`src/design/mbc1_ram.sv`:
```
`default_nettype none
// ----------------------------------------------------------------------------
// mbc1_ram
// Generic single-clock RAM: one write port, one read port, registered read.
// ----------------------------------------------------------------------------
module mbc1_ram #(
  parameter int WIDTH = 8,
  parameter int DEPTH = 256
) (
  input  wire logic                     clk,
  input  wire logic                     we,
  input  wire logic [$clog2(DEPTH)-1:0] waddr,
  input  wire logic [WIDTH-1:0]         wdata,
  input  wire logic                     re,
  input  wire logic [$clog2(DEPTH)-1:0] raddr,
  output logic      [WIDTH-1:0]         rdata
);

  logic [WIDTH-1:0] mem [DEPTH];

  always_ff @(posedge clk) begin
    if (we) begin
      mem[waddr] <= wdata;
    end
    // hold read data between reads
    if (re) begin
      rdata <= mem[raddr];
    end
  end

endmodule : mbc1_ram
`default_nettype wire

```
`config.mk`:
```
export PLATFORM = sky130hd
export DESIGN_NAME = mbc1_ram
export DESIGN_NICKNAME = d
export VERILOG_FILES = /design/src/design/mbc1_ram.sv
export SDC_FILE = /design/constraint.sdc
export NUM_CORES = 2
export LEC_CHECK = 0
export BUFFER_PORTS_ARGS = -buffer_cell sky130_fd_sc_hd__buf_2
export CORE_ASPECT_RATIO = 1.2
export CORE_MARGIN = 5
export CORE_UTILIZATION = 50
export CTS_CLUSTER_DIAMETER = 200
export DETAILED_ROUTE_END_ITERATION = 12
export PLACE_DENSITY = 0.68
export RECOVER_POWER = 25
export SLEW_MARGIN = 10
export SYNTH_ARGS = -nofsm -noshare
export SYNTH_HDL_FRONTEND = slang
export SYNTH_SLANG_ARGS = --single-unit
export TNS_END_PERCENT = 50
```
`constraint.sdc`:
```
create_clock -name clk -period 2.8 [get_ports clk]
set_clock_uncertainty 0.2 [all_clocks]
set_input_delay 0.56 -clock clk [delete_from_list [all_inputs] [get_ports clk]]
set_output_delay 0.56 -clock clk [all_outputs]
set_load 0.02 [all_outputs]
```
==> out/summary.txt <==
Yosys cell types - 54
drt pass-1 iters - 6
Initial Util - 50.3%
Final GP Congestion - 0.906
Startpoint Class - primary input
Max Cap Viol - 4
Synth Register Bits - 2056
vias in the first global route - 41988
Worst Hold Class - in -> reg
GRT Util Overall - 23.9%
largest net degree at the start of global routing - 101
DRT iter0 DRCs - 4968
Peak VDD IR - 0.676 mV
period utilization - 100%
final setup TNS - -0.00800 ns
headroom to the max-slew limit - -64.5%
worst slew pin tran - 2.47 ns
PortBufs - 34
Die ar. - 0.167 sq mm
Pwr per Cell Area - 670 mW/mm^2
layout cells sized above 1 - 33.6%
I/O pin count - 35
Root Driver - clkbuf_16
Layout Nets - 4525
Mapped Area - 0.0796 sq mm
commonest cells in the netlist - edfxtp_1, mux4_2, nor2_1
count of warnings emitted by yosys - 0
Clock Path Buffers - 3
sequential share of the synthesized area - 77.5%
Remaining DRCs - 0
most frequent cell after synthesis - edfxtp_1
global-route wire length before repair - 292000 um
Post-synth top flop - edfxtp_1
crit path DAT - 3.23 ns
HPWL Detailed - 133000 um
post-place instance area - 0.0879 sq mm
Post-synth EDFFs - 2056
final hold vios - 0
critical path endpoint category - flip-flop
final wirelength - 201000 um
average wire per cell in the routed design - 29.6 um
leading area contributor after synthesis - edfxtp_1
Max Freq - 0.356 GHz
Routed Antenna Nets - 0
failing checks - max-capacitance violations, max-slew violations, negative setup slack
CTS sink count - 2056
area of the core - 0.158 sq mm
DR vias/cell - 6.15
Tot Pwr - 63.1 mW
site row count - 160
post-route minimum period - 2.81 ns
Vias - 41616
TritonCTS buffer count - 187
Syn Area/Cell - 21.3 sq um
Area Growth Syn to Fin - 18.2%
worst-skew pair later-pin latency - 0.82 ns
# setup viols final - 1
top cells by area, synth - edfxtp_1, mux4_2, mux2i_1
Die Y - 447 um
Fin Hold WS - 0.256 ns
global route overflow - 0
initial antenna violation count - 11
Mapped Nets - 3760
Worst Path Class, Setup - in -> reg
Pleak - 30.7 nW
CTS tree - built
Synth top area share - 77.5%
CP required - 3.23 ns
Async SR Flop Fraction - 0%
Worst-path clk slew - 0.06 ns
design area - 0.0941 sq mm
Die Width - 374 um
status - finished, violations left
Synth Instances - 3733
max-slew violations - 242
worst-path maximum fanout - 32
Fillers - 11059
final worst slack - -0.00800 ns
Post-CTS Repair Setup Buffers - 0
H-tree lvl count - 4
## where the power goes
group          total [mW]  switching [mW]  internal [mW]  leakage [nW]
sequential           34.0          0.0388           33.9          18.5
combinational        3.64            2.15           1.49          9.21
clock                25.4            11.0           14.4          2.96
## cells by family (layout without fill, tap and decap cells)
kind of cell,after synthesis,after routing,synth area share [%]
and+or+nand+nor,466,466,2.63
AOI/OAI and AO/OA,385,385,3.42
DFF,2056,2056,77.5
other,0,5,0
muxes,591,591,14.6
buffers and inverters,235,1158,1.83
## repair_timing
| action | CTS | global route |
|---|---|---|
| gates resized for setup | 34 | 7 |
| pin swaps | 5 | 0 |
| hold buffers | 6 | 0 |
| endpoints found under the hold margin | 148 | 0 |
| endpoints found under the setup margin | 8 | 6 |
## worst max-delay path, cell delays in order
cell	delay, ns
buf_8	0.34
nand2_1	0.21
buf_4	0.22
buf_4	0.15
o221ai_1	0.33
a21oi_1	0.13
nor3_1	0.65
nor4_4	0.17
buf_4	0.18
nor4_1	0.25
## flip-flops by register name, summed over array words and instances (netlist names)
signal / flops
mem: 2048
rdata: 8
## metrics by stage
stage / worst slack (ns) / util, % / instances
finish: -0.00800 / 59.4 / 6767
global route: -0.00942 / 59.4 / 6763
CTS: 0.0223 / 59.5 / 6762
detailed placement: -1.60 / 55.5 / 6410
global placement: -1.63 / 55.5 / 6410
floorplan: -0.0174 / - / 3733
## path summary, 6_finish.rpt
check | depth (start not counted) | endpoint | slack (ns) | startpoint
max | 10 | rdata[4]$_DFFE_PP_ | -0.008 | raddr[1]
min reg2reg | 6 | rdata[2]$_DFFE_PP_ | 1.02 | mem[35][2]$_DFFE_PP_
min | 4 | mem[122][3]$_DFFE_PP_ | 0.26 | waddr[4]
max reg2reg | 6 | rdata[0]$_DFFE_PP_ | 0.03 | mem[135][0]$_DFFE_PP_
## metal layers
layer  wire, um  global-route usage [%]
met4       7920                    8.91
met1      75600                    32.5
met2     100000                    39.5
met3      16800                    4.09
met5         47                       0
## cells in the final DEF, fill, tap and decap left out, types with 23 or more instances in the layout
cell type,count
mux2i_1,134
a22oi_1,133
mux4_2,454
nand3_1,34
nand2_1,33
o221ai_1,46
clkinv_1,48
o22ai_1,28
buf_2,23
buf_4,687
clkbuf_1,35
buf_12,70
edfxtp_1,2056
clkbuf_16,189
nor2_1,278
clkinv_2,37
nor2b_1,27
a21oi_1,96
## layout make-up
type	count	area (sq um)	area share [%]
Clock buffer	219	4840	5.15
Timing Repair Buffer	809	6900	7.33
Sequential cell	2056	61700	65.6
Inverter	2	7.51	0.00798
Tap cell	2106	2640	2.80
Clock inverter	128	1230	1.31
Antenna cell	5	12.5	0.0133
Multi-Input combinational cell	1442	16700	17.8
No activity file was read; power rests on OpenSTA's default activity.
